$ cat src/pbbd_pkg.sv
// Shared types, constants and control store for the per-bin beat detector.
package pbbd_pkg;

   localparam int BINS      = 8;
   localparam int IDX_W     = (BINS > 1) ? $clog2(BINS) : 1;
   localparam int BIN_W     = 3;
   localparam int POWER_W   = 8;
   localparam int PEAK_W    = 10;
   localparam int MINI_W    = 8;
   localparam int INTEN_W   = 9;
   localparam int FRAC_W    = 12;                  // log2 fraction bits
   localparam int LOG_W     = 4 + FRAC_W;          // Q4.12
   localparam int MANT_W    = 16;                  // Q1.15 mantissa
   localparam int QUO_W     = 12;                  // quotient bits
   localparam int NUM_W     = 2 * QUO_W;           // dividend bits
   localparam int CNT_W     = 4;
   localparam int STEP_W    = 4;

   localparam logic [CNT_W-1:0]    LOOP_CNT    = CNT_W'(FRAC_W);
   localparam logic [PEAK_W-1:0]   PEAK_RESET  = PEAK_W'(3);
   localparam logic [MINI_W-1:0]   MINI_RESET  = MINI_W'(51);
   localparam logic [INTEN_W-1:0]  INTEN_FULL  = INTEN_W'(256);

   // Program steps
   localparam logic [STEP_W-1:0] STEP_FETCH = STEP_W'(0);
   localparam logic [STEP_W-1:0] STEP_LOGP  = STEP_W'(1);
   localparam logic [STEP_W-1:0] STEP_SQP   = STEP_W'(2);
   localparam logic [STEP_W-1:0] STEP_LOGR  = STEP_W'(3);
   localparam logic [STEP_W-1:0] STEP_SQR   = STEP_W'(4);
   localparam logic [STEP_W-1:0] STEP_MUL   = STEP_W'(5);
   localparam logic [STEP_W-1:0] STEP_DIVLD = STEP_W'(6);
   localparam logic [STEP_W-1:0] STEP_DIV   = STEP_W'(7);
   localparam logic [STEP_W-1:0] STEP_EMIT  = STEP_W'(8);

   typedef enum logic [1:0] {
      WAIT_NONE = 2'd0,
      WAIT_REQ  = 2'd1,
      WAIT_OUT  = 2'd2
   } wait_type;

   typedef enum logic [1:0] {
      BR_NEXT = 2'd0,
      BR_JUMP = 2'd1,
      BR_LOOP = 2'd2,
      BR_SKIP = 2'd3
   } branch_type;

   // Datapath strobes
   typedef struct packed {
      logic accept;
      logic upd;
      logic log_ld;
      logic log_src_r;
      logic sq;
      logic st_lp;
      logic st_lr;
      logic mul;
      logic div_ld;
      logic div_step;
      logic emit;
      logic cnt_ld;
   } dp_ctrl_type;

   typedef struct packed {
      dp_ctrl_type         act;
      wait_type            wt;
      branch_type          br;
      logic [STEP_W-1:0]   target;
   } ucode_word_type;

   function automatic ucode_word_type ucode(input logic [STEP_W-1:0] step);
      ucode_word_type w;
      w = '0;
      unique case (step)
         STEP_FETCH: begin
            w.act.accept = 1'b1;
            w.act.upd    = 1'b1;
            w.wt         = WAIT_REQ;
            w.br         = BR_SKIP;
            w.target     = STEP_EMIT;
         end
         STEP_LOGP: begin
            w.act.log_ld = 1'b1;
            w.act.cnt_ld = 1'b1;
         end
         STEP_SQP: begin
            w.act.sq = 1'b1;
            w.br     = BR_LOOP;
            w.target = STEP_SQP;
         end
         STEP_LOGR: begin
            w.act.st_lp     = 1'b1;
            w.act.log_ld    = 1'b1;
            w.act.log_src_r = 1'b1;
            w.act.cnt_ld    = 1'b1;
         end
         STEP_SQR: begin
            w.act.sq = 1'b1;
            w.br     = BR_LOOP;
            w.target = STEP_SQR;
         end
         STEP_MUL: begin
            w.act.st_lr = 1'b1;
            w.act.mul   = 1'b1;
         end
         STEP_DIVLD: begin
            w.act.div_ld = 1'b1;
            w.act.cnt_ld = 1'b1;
         end
         STEP_DIV: begin
            w.act.div_step = 1'b1;
            w.br           = BR_LOOP;
            w.target       = STEP_DIV;
         end
         STEP_EMIT: begin
            w.act.emit = 1'b1;
            w.wt       = WAIT_OUT;
            w.br       = BR_JUMP;
            w.target   = STEP_FETCH;
         end
         default: begin
            w.br     = BR_JUMP;
            w.target = STEP_FETCH;
         end
      endcase
      return w;
   endfunction

endpackage

$ cat src/pbbd_sequencer.sv
// Microcode sequencer: step counter, loop counter and conditional jumps.
module pbbd_sequencer (
   input  logic                  clock,
   input  logic                  reset,
   input  logic                  req_valid,
   input  logic                  out_busy,
   input  logic                  need_log,
   output logic                  req_ready,
   output pbbd_pkg::dp_ctrl_type act
);

   logic [pbbd_pkg::STEP_W-1:0] pc_ff, pc_in;
   logic [pbbd_pkg::CNT_W-1:0]  cnt_ff, cnt_in;
   pbbd_pkg::ucode_word_type    word;
   logic                        stall;
   logic [pbbd_pkg::STEP_W-1:0] pc_inc;

   assign word      = pbbd_pkg::ucode(pc_ff);
   assign pc_inc    = pc_ff + pbbd_pkg::STEP_W'(1);
   assign req_ready = word.act.accept;

   always_comb begin
      unique case (word.wt)
         pbbd_pkg::WAIT_REQ: stall = !req_valid;
         pbbd_pkg::WAIT_OUT: stall = out_busy;
         default:            stall = 1'b0;
      endcase
   end

   assign act = stall ? '0 : word.act;

   always_comb begin
      pc_in = pc_ff;
      if (!stall) begin
         unique case (word.br)
            pbbd_pkg::BR_NEXT: pc_in = pc_inc;
            pbbd_pkg::BR_JUMP: pc_in = word.target;
            pbbd_pkg::BR_LOOP: pc_in = (cnt_ff != pbbd_pkg::CNT_W'(1)) ? word.target : pc_inc;
            pbbd_pkg::BR_SKIP: pc_in = need_log ? pc_inc : word.target;
         endcase
      end
   end

   always_comb begin
      priority if (act.cnt_ld) begin
         cnt_in = pbbd_pkg::LOOP_CNT;
      end else if (!stall && word.br == pbbd_pkg::BR_LOOP) begin
         cnt_in = cnt_ff - pbbd_pkg::CNT_W'(1);
      end else begin
         cnt_in = cnt_ff;
      end
   end

   always_ff @(posedge clock) begin
      if (reset) begin
         pc_ff  <= pbbd_pkg::STEP_FETCH;
         cnt_ff <= '0;
      end else begin
         pc_ff  <= pc_in;
         cnt_ff <= cnt_in;
      end
   end

   a_loop_cnt_live: assert property (@(posedge clock) disable iff (reset)
      (word.br == pbbd_pkg::BR_LOOP) |-> (cnt_ff != '0))
      else $error("loop step entered with exhausted counter");

   a_log_branch: assert property (@(posedge clock) disable iff (reset)
      (act.upd && need_log) |=> (pc_ff == pbbd_pkg::STEP_LOGP))
      else $error("beat needing log did not enter log program");

endmodule

$ cat src/pbbd_bin_state.sv
// Per-bin history, floor and peak average; one update per transaction.
module pbbd_bin_state (
   input  logic                          clock,
   input  logic                          reset,
   input  pbbd_pkg::dp_ctrl_type         act,
   input  logic [pbbd_pkg::BIN_W-1:0]    req_bin,
   input  logic [pbbd_pkg::POWER_W-1:0]  req_power,
   output logic                          need_log,
   output logic                          need_log_ff,
   output logic                          beat_ff,
   output logic [pbbd_pkg::BIN_W-1:0]    bin_ff,
   output logic [pbbd_pkg::POWER_W-1:0]  p_ff,
   output logic [pbbd_pkg::PEAK_W-1:0]   r_ff
);

   logic [pbbd_pkg::POWER_W-1:0] floor_ff [pbbd_pkg::BINS];
   logic [pbbd_pkg::PEAK_W-1:0]  peak_ff  [pbbd_pkg::BINS];
   logic [pbbd_pkg::POWER_W-1:0] last_ff  [pbbd_pkg::BINS];
   logic [pbbd_pkg::POWER_W-1:0] older_ff [pbbd_pkg::BINS];

   logic [pbbd_pkg::IDX_W-1:0]   idx;
   logic                         in_range;
   logic [pbbd_pkg::PEAK_W-1:0]  r0, r1;
   logic [pbbd_pkg::POWER_W-1:0] v, older, fl0, fl1, fl2;
   logic                         peak_hit, beat;
   logic [pbbd_pkg::POWER_W:0]   peak_lhs;
   logic [11:0]                  acc3;
   logic [10:0]                  beat_lhs, beat_rhs;

   assign idx      = pbbd_pkg::IDX_W'(req_bin);
   assign in_range = 32'(req_bin) < pbbd_pkg::BINS;
   assign r0       = peak_ff[idx];
   assign v        = last_ff[idx];
   assign older    = older_ff[idx];
   assign fl0      = floor_ff[idx];

   // previous power was a local peak standing clear of the current one
   assign peak_lhs = {1'b0, req_power} + {1'b0, r0[pbbd_pkg::PEAK_W-1:2]};
   assign peak_hit = (peak_lhs < {1'b0, v}) && (v > older);

   // 3r + 2v (or + v) fits 12 bits, so the quarter never exceeds 1023
   always_comb begin
      if ({2'b00, v} > r0) begin
         acc3 = 12'(r0) * 12'd3 + {3'b000, v, 1'b0};
      end else begin
         acc3 = 12'(r0) * 12'd3 + {4'b0000, v};
      end
      r1 = peak_hit ? acc3[11:2] : r0;
   end

   always_comb begin
      priority if (req_power < fl0) begin
         fl1 = req_power;
      end else if (fl0 != '0) begin
         fl1 = fl0 - pbbd_pkg::POWER_W'(1);
      end else begin
         fl1 = fl0;
      end
   end

   assign beat_lhs = {2'b00, req_power, 1'b0};
   assign beat_rhs = {2'b00, fl1, 1'b0} + {1'b0, r1};
   assign beat     = in_range && (beat_lhs > beat_rhs);
   assign fl2      = beat ? req_power : fl1;
   assign need_log = beat && (req_power > pbbd_pkg::POWER_W'(1))
                          && (r1 > pbbd_pkg::PEAK_W'(1));

   always_ff @(posedge clock) begin
      if (reset) begin
         for (int i = 0; i < pbbd_pkg::BINS; i++) begin
            floor_ff[i] <= '0;
            peak_ff[i]  <= pbbd_pkg::PEAK_RESET;
            last_ff[i]  <= '0;
            older_ff[i] <= '0;
         end
         need_log_ff <= 1'b0;
         beat_ff     <= 1'b0;
      end else if (act.upd) begin
         if (in_range) begin
            floor_ff[idx] <= fl2;
            peak_ff[idx]  <= r1;
            last_ff[idx]  <= req_power;
            older_ff[idx] <= v;
         end
         need_log_ff <= need_log;
         beat_ff     <= beat;
      end
   end

   always_ff @(posedge clock) begin
      if (act.upd) begin
         bin_ff <= req_bin;
         p_ff   <= req_power;
         r_ff   <= r1;
      end
   end

endmodule

$ cat src/pbbd_arith.sv
// Shared log2 squaring unit, multiplier and restoring divider for intensity.
module pbbd_arith (
   input  logic                          clock,
   input  logic                          reset,
   input  pbbd_pkg::dp_ctrl_type         act,
   input  logic [pbbd_pkg::POWER_W-1:0]  p_ff,
   input  logic [pbbd_pkg::PEAK_W-1:0]   r_ff,
   input  logic                          beat_ff,
   input  logic                          need_log_ff,
   input  logic [pbbd_pkg::MINI_W-1:0]   min_inten,
   output logic [pbbd_pkg::INTEN_W-1:0]  intensity
);

   logic [pbbd_pkg::MANT_W-1:0]  y_ff, y_in;
   logic [pbbd_pkg::FRAC_W-1:0]  frac_ff;
   logic [3:0]                   n_ff, n_in;
   logic [pbbd_pkg::LOG_W-1:0]   lp_ff, lr_ff;
   logic [pbbd_pkg::NUM_W-1:0]   num_ff;
   logic [pbbd_pkg::MANT_W-1:0]  rem_ff;
   logic [pbbd_pkg::QUO_W-1:0]   low_ff, q_ff;

   logic [pbbd_pkg::PEAK_W-1:0]  x10;
   logic [2*pbbd_pkg::MANT_W-1:0] sq_prod;
   logic [pbbd_pkg::MANT_W:0]    sq_t;
   logic [pbbd_pkg::MINI_W:0]    mul_b;
   logic [pbbd_pkg::NUM_W:0]     mul_prod;
   logic [pbbd_pkg::MANT_W:0]    div_t;
   logic                         div_ge;
   logic [11:0]                  inten_sum;

   // normalize: top set bit gives the integer part of log2
   assign x10 = act.log_src_r ? r_ff : {2'b00, p_ff};
   always_comb begin
      n_in = '0;
      for (int i = 0; i < pbbd_pkg::PEAK_W; i++) begin
         if (x10[i]) n_in = 4'(i);
      end
      y_in = {6'b000000, x10} << (4'd15 - n_in);
   end

   assign sq_prod = y_ff * y_ff;
   assign sq_t    = sq_prod[2*pbbd_pkg::MANT_W-1:15];

   assign mul_b    = 9'd256 - {1'b0, min_inten};
   assign mul_prod = lp_ff * mul_b;

   assign div_t  = {rem_ff, low_ff[pbbd_pkg::QUO_W-1]};
   assign div_ge = div_t >= {1'b0, lr_ff};

   always_ff @(posedge clock) begin
      if (act.log_ld) begin
         n_ff    <= n_in;
         y_ff    <= y_in;
         frac_ff <= '0;
      end else if (act.sq) begin
         y_ff    <= sq_t[pbbd_pkg::MANT_W] ? sq_t[pbbd_pkg::MANT_W:1]
                                           : sq_t[pbbd_pkg::MANT_W-1:0];
         frac_ff <= {frac_ff[pbbd_pkg::FRAC_W-2:0], sq_t[pbbd_pkg::MANT_W]};
      end
      if (act.st_lp) lp_ff <= {n_ff, frac_ff};
      if (act.st_lr) lr_ff <= {n_ff, frac_ff};
      if (act.mul)   num_ff <= mul_prod[pbbd_pkg::NUM_W-1:0];
      if (act.div_ld) begin
         rem_ff <= pbbd_pkg::MANT_W'(num_ff[pbbd_pkg::NUM_W-1:pbbd_pkg::QUO_W]);
         low_ff <= num_ff[pbbd_pkg::QUO_W-1:0];
         q_ff   <= '0;
      end else if (act.div_step) begin
         rem_ff <= div_ge ? pbbd_pkg::MANT_W'(div_t - {1'b0, lr_ff})
                          : div_t[pbbd_pkg::MANT_W-1:0];
         low_ff <= {low_ff[pbbd_pkg::QUO_W-2:0], 1'b0};
         q_ff   <= {q_ff[pbbd_pkg::QUO_W-2:0], div_ge};
      end
   end

   assign inten_sum = {4'b0000, min_inten} + q_ff;

   always_comb begin
      priority if (need_log_ff) begin
         intensity = (inten_sum > 12'(pbbd_pkg::INTEN_FULL)) ? pbbd_pkg::INTEN_FULL
                                                             : inten_sum[8:0];
      end else if (beat_ff) begin
         intensity = pbbd_pkg::INTEN_FULL;
      end else begin
         intensity = '0;
      end
   end

   a_mant_normal: assert property (@(posedge clock) disable iff (reset)
      $past(act.log_ld || act.sq) |-> y_ff[pbbd_pkg::MANT_W-1])
      else $error("log mantissa left normal range");

   a_rem_bound: assert property (@(posedge clock) disable iff (reset)
      $past(act.div_step) |-> (rem_ff < lr_ff))
      else $error("divider remainder not below divisor");

endmodule

$ cat src/per_bin_beat_detector_top.sv
// Top level of the per-bin beat detector: sequencer, bin state, arithmetic, output register.
//
//  channel | ports                                  | direction | handshake
//  --------+----------------------------------------+-----------+-------------------
//  req     | req_bin, req_power                     | in        | req_valid/req_ready
//  rsp     | rsp_bin_out, rsp_beat, rsp_intensity   | out       | rsp_valid/rsp_ready
//  csr     | csr_min_intensity                      | in        | csr_write_en only
//
// Without log scaling the emit step, which loads the result, follows the accepting step;
// with it, two 12-step log2 squaring loops, a multiply and a 12-step restoring divide
// run between those two steps on one shared datapath.
// Reset (synchronous, active high) sets peak averages to 3, min_intensity to 51.
// Stalls: a new transaction is accepted while the last result waits; the result
// step stalls only while the result register is held by a stalled rsp side.
module per_bin_beat_detector_top (
   input  logic                          clock,
   input  logic                          reset,
   input  logic                          req_valid,
   output logic                          req_ready,
   input  logic [pbbd_pkg::BIN_W-1:0]    req_bin,
   input  logic [pbbd_pkg::POWER_W-1:0]  req_power,
   output logic                          rsp_valid,
   input  logic                          rsp_ready,
   output logic [pbbd_pkg::BIN_W-1:0]    rsp_bin_out,
   output logic                          rsp_beat,
   output logic [pbbd_pkg::INTEN_W-1:0]  rsp_intensity,
   input  logic                          csr_write_en,
   input  logic [pbbd_pkg::MINI_W-1:0]   csr_min_intensity
);

   pbbd_pkg::dp_ctrl_type          act;
   logic                           need_log, need_log_ff, beat_ff;
   logic [pbbd_pkg::BIN_W-1:0]     bin_ff;
   logic [pbbd_pkg::POWER_W-1:0]   p_ff;
   logic [pbbd_pkg::PEAK_W-1:0]    r_ff;
   logic [pbbd_pkg::INTEN_W-1:0]   intensity;
   logic                           out_busy;

   // min_intensity register
   logic [pbbd_pkg::MINI_W-1:0]    min_inten_ff;

   // result register
   logic                           rsp_valid_ff;
   logic [pbbd_pkg::BIN_W-1:0]     rsp_bin_ff;
   logic                           rsp_beat_ff;
   logic [pbbd_pkg::INTEN_W-1:0]   rsp_inten_ff;

   assign out_busy = rsp_valid_ff && !rsp_ready;

   pbbd_sequencer u_seq (
      .clock     (clock),
      .reset     (reset),
      .req_valid (req_valid),
      .out_busy  (out_busy),
      .need_log  (need_log),
      .req_ready (req_ready),
      .act       (act)
   );

   pbbd_bin_state u_state (
      .clock       (clock),
      .reset       (reset),
      .act         (act),
      .req_bin     (req_bin),
      .req_power   (req_power),
      .need_log    (need_log),
      .need_log_ff (need_log_ff),
      .beat_ff     (beat_ff),
      .bin_ff      (bin_ff),
      .p_ff        (p_ff),
      .r_ff        (r_ff)
   );

   pbbd_arith u_arith (
      .clock       (clock),
      .reset       (reset),
      .act         (act),
      .p_ff        (p_ff),
      .r_ff        (r_ff),
      .beat_ff     (beat_ff),
      .need_log_ff (need_log_ff),
      .min_inten   (min_inten_ff),
      .intensity   (intensity)
   );

   always_ff @(posedge clock) begin
      if (reset) begin
         min_inten_ff <= pbbd_pkg::MINI_RESET;
      end else if (csr_write_en) begin
         min_inten_ff <= csr_min_intensity;
      end
   end

   always_ff @(posedge clock) begin
      if (reset) begin
         rsp_valid_ff <= 1'b0;
      end else if (act.emit) begin
         rsp_valid_ff <= 1'b1;
      end else if (rsp_ready) begin
         rsp_valid_ff <= 1'b0;
      end
   end

   always_ff @(posedge clock) begin
      if (act.emit) begin
         rsp_bin_ff   <= bin_ff;
         rsp_beat_ff  <= beat_ff;
         rsp_inten_ff <= intensity;
      end
   end

   assign rsp_valid     = rsp_valid_ff;
   assign rsp_bin_out   = rsp_bin_ff;
   assign rsp_beat      = rsp_beat_ff;
   assign rsp_intensity = rsp_inten_ff;

   // a new result never overwrites one still waiting on the rsp side
   a_no_overwrite: assert property (@(posedge clock) disable iff (reset)
      act.emit |-> !(rsp_valid_ff && !rsp_ready))
      else $error("result register overwritten while stalled");

   // no beat means zero intensity in the delivered transaction
   a_quiet_zero: assert property (@(posedge clock) disable iff (reset)
      $past(act.emit) && !rsp_beat_ff |-> (rsp_inten_ff == '0))
      else $error("intensity nonzero without beat");

endmodule
$ cat config.mk
export PLATFORM = sky130hd
export DESIGN_NAME = per_bin_beat_detector_top
export DESIGN_NICKNAME = d
export VERILOG_FILES = /design/src/pbbd_pkg.sv /design/src/pbbd_sequencer.sv /design/src/pbbd_bin_state.sv /design/src/pbbd_arith.sv /design/src/per_bin_beat_detector_top.sv
export SDC_FILE = /design/constraint.sdc
export NUM_CORES = 2
export LEC_CHECK = 0
export BUFFER_PORTS_ARGS = -buffer_cell sky130_fd_sc_hd__buf_4
export CORE_MARGIN = 10
export CORE_UTILIZATION = 40
export DETAILED_ROUTE_END_ITERATION = 12
export HOLD_SLACK_MARGIN = 0.1
export PLACE_DENSITY = 0.6
export SYNTH_ARGS = -nofsm -noshare
export SYNTH_HDL_FRONTEND = slang
export SYNTH_HIERARCHICAL = 1
export SYNTH_SLANG_ARGS = --single-unit
$ cat constraint.sdc
create_clock -name clock -period 14.7 [get_ports clock]
set_clock_uncertainty 0.1 [all_clocks]
set_input_delay 2.205 -clock clock [delete_from_list [all_inputs] [get_ports clock]]
set_output_delay 2.205 -clock clock [all_outputs]
set_load 0.02 [all_outputs]
==> impl_results.md <==
- First-pass GRT wire length: approximately 140000 um
- Setup repair after global routing missed its margin: false
- Setup repair bufs after CTS: 0
- Setup TNS after final layout: 0 ps
- CTS tree: yes
- DR pass1 iterations: 7
- Number of buffers added to fix hold violations after cts: 0
- Final clock period utilization by the worst path: 0.858
- Rows: approximately 110
- CP endpoint kind: flip-flop
- Outcome: finished, final reports clean
- Nature of the critical path startpoint: primary input
- Sink count of the clock tree: around 450
- CP Data Required Time: 14950 ps
- DR DRC count: 0
- Layout fillers: slightly above 8000
- Ratio of cells with drive above 1 in the final layout: 0.0893
- Hold violation total from the final report: 0
- CTS H-tree depth: 2
- Initial antenna violation count: 3
- Synth Net Count: ~3900
- Aggregate global-route resource usage: 0.175
- Die outline area: around 0.10 mm^2
- Post-Place Cells: 4455
- Half-perimeter wire length after detailed placement: ~62000 um
- Detailed-route wire length per cell: 19.2 um
- Final weighted congestion of routability-driven global placement: between 0.8 and 0.9
- Largest stage delay, worst path: between 800 and 900 ps
- Initial detailed-routing violation count: roughly 1800
- Max_slew headroom: 0.205
- Largest buffer count on any clock path: 3
- Area added between synthesis and finish: 9.33%
- Pin slew with the least headroom to its limit: ~1200 ps
- Placement Setup Slack: ~1700 ps
- Yosys synthesis warning count: 6
- Die H: 316 um
- Total clock buffers created by CTS: ~50
- Syn Area/Cell: ~10 um^2
- Setup slack of the critical path after layout: about 2100 ps
- Vias after detailed routing: between 20000 and 25000
- Critical path data arrival time: approximately 13000 ps
- Worst hold slack across all endpoints: between 300 and 400 ps
- Placeable core region: between 0.08 and 0.09 mm^2
- Initial Util: 0.404
- Final std cells w/o fill: about 4600
- Mapped cell area: 0.0352 mm^2
- Number of nets in the final layout: ~4000
- Root Driver: clkbuf_16
- Largest fanout of any net on the critical path: 49
- Leading cell types in the layout, fill and taps excluded: inv_1 (459), edfxtp_1 (406), nor2_1 (318)
- Clock transition time at the flip-flop clock pins of the worst setup and hold paths: approximately 60 ps
- Clock period minus worst slack: ~13000 ps
- Final setup fails: 0
- Total routed wirelength: slightly below 90000 um
- Number of max-slew violations in the final report: 0
- Horizontal die dimension: 316 um
- Post-detailed-route count of antenna-violating nets: 0
- Vias in the first global route: between 20000 and 25000
- Commonest non-fill, non-tap cell in the layout: inv_1
- Boundary Pins: 39
- # Max-Cap Violations: 0
- Worst min-delay path category: flip-flop to flip-flop
- GR Overflow Total: 0
- Input/output buffers: 38
- Post-Syn Instances: 3350
- Number of resized instances in the post-cts repair step: 0
- Via count normalized by instance count: around 5.4
- Critical path start-end classification: primary input to flip-flop
- Max stage delay cell, worst path: mux2i_1
- Clock latency reported for the late side of the worst-skew pair: about 630 ps
- Highest clock frequency the design can meet: a little under 0.08 GHz
- Largest net degree at the start of global routing: 50
-- path summary, 6_finish.rpt --
path | depth (start not counted) | to | from | slack, ps
setup / recovery | 41 | u_state/floor_ff[5][6] | req_bin[2] | 2080
hold / removal | 0 | u_arith/lp_ff[13] | u_arith/n_ff[1] | 350
setup reg to reg | 38 | u_state/floor_ff[5][6] | u_state/peak_ff[6][4] | 4870
hold reg to reg | 0 | u_arith/lp_ff[13] | u_arith/n_ff[1] | 350
-- state kept, by name, summed over array words and instances, names as in the netlist, 16 cells and up --
signal and count:
u_state/peak_ff 80, u_state/floor_ff 64, u_state/last_ff 64, u_state/older_ff 64, u_arith/num_ff 24, u_arith/lp_ff 16
u_arith/lr_ff 16, u_arith/rem_ff 16, u_arith/y_ff 16
-- critical path: cells and delay by family --
| family | cells | cell delay, ps |
|---|---|---|
| simple gates | 8 | 1590 |
| xor+xnor | 2 | 400 |
| fa+ha+maj | 5 | 1510 |
| mux | 2 | 1340 |
| buf+inv | 7 | 1980 |
| compound gates | 17 | 3780 |
-- stage by stage --
step / util / area [um^2]
after floorplan: - / 35200
after global placement: 0.422 / 36700
after detailed placement: 0.422 / 36700
after CTS: 0.442 / 38400
after global routing: 0.442 / 38400
final: 0.442 / 38400
-- routing by layer --
layer	global-route usage	vias up	wire, um
met5	0	-	0
met4	0.0375	0	1460
met3	0.0211	97	4970
met2	0.289	648	41200
met1	0.246	12200	39900
li1	-	11500	-
-- cell type report --
class,instances,area [um^2],area share
diodes,1,2.50,0.0000651
clock buffers,65,1360,0.0354
clock inverters,29,369,0.00960
inverters,462,1730,0.0451
multi-input cells,2292,19700,0.512
flip-flops and latches,453,13100,0.342
well taps,1155,1450,0.0376
repair buffers,93,698,0.0182
Power is not shown: default switching activity piles up to over one toggle a cycle in this logic, so the estimate is an artifact.
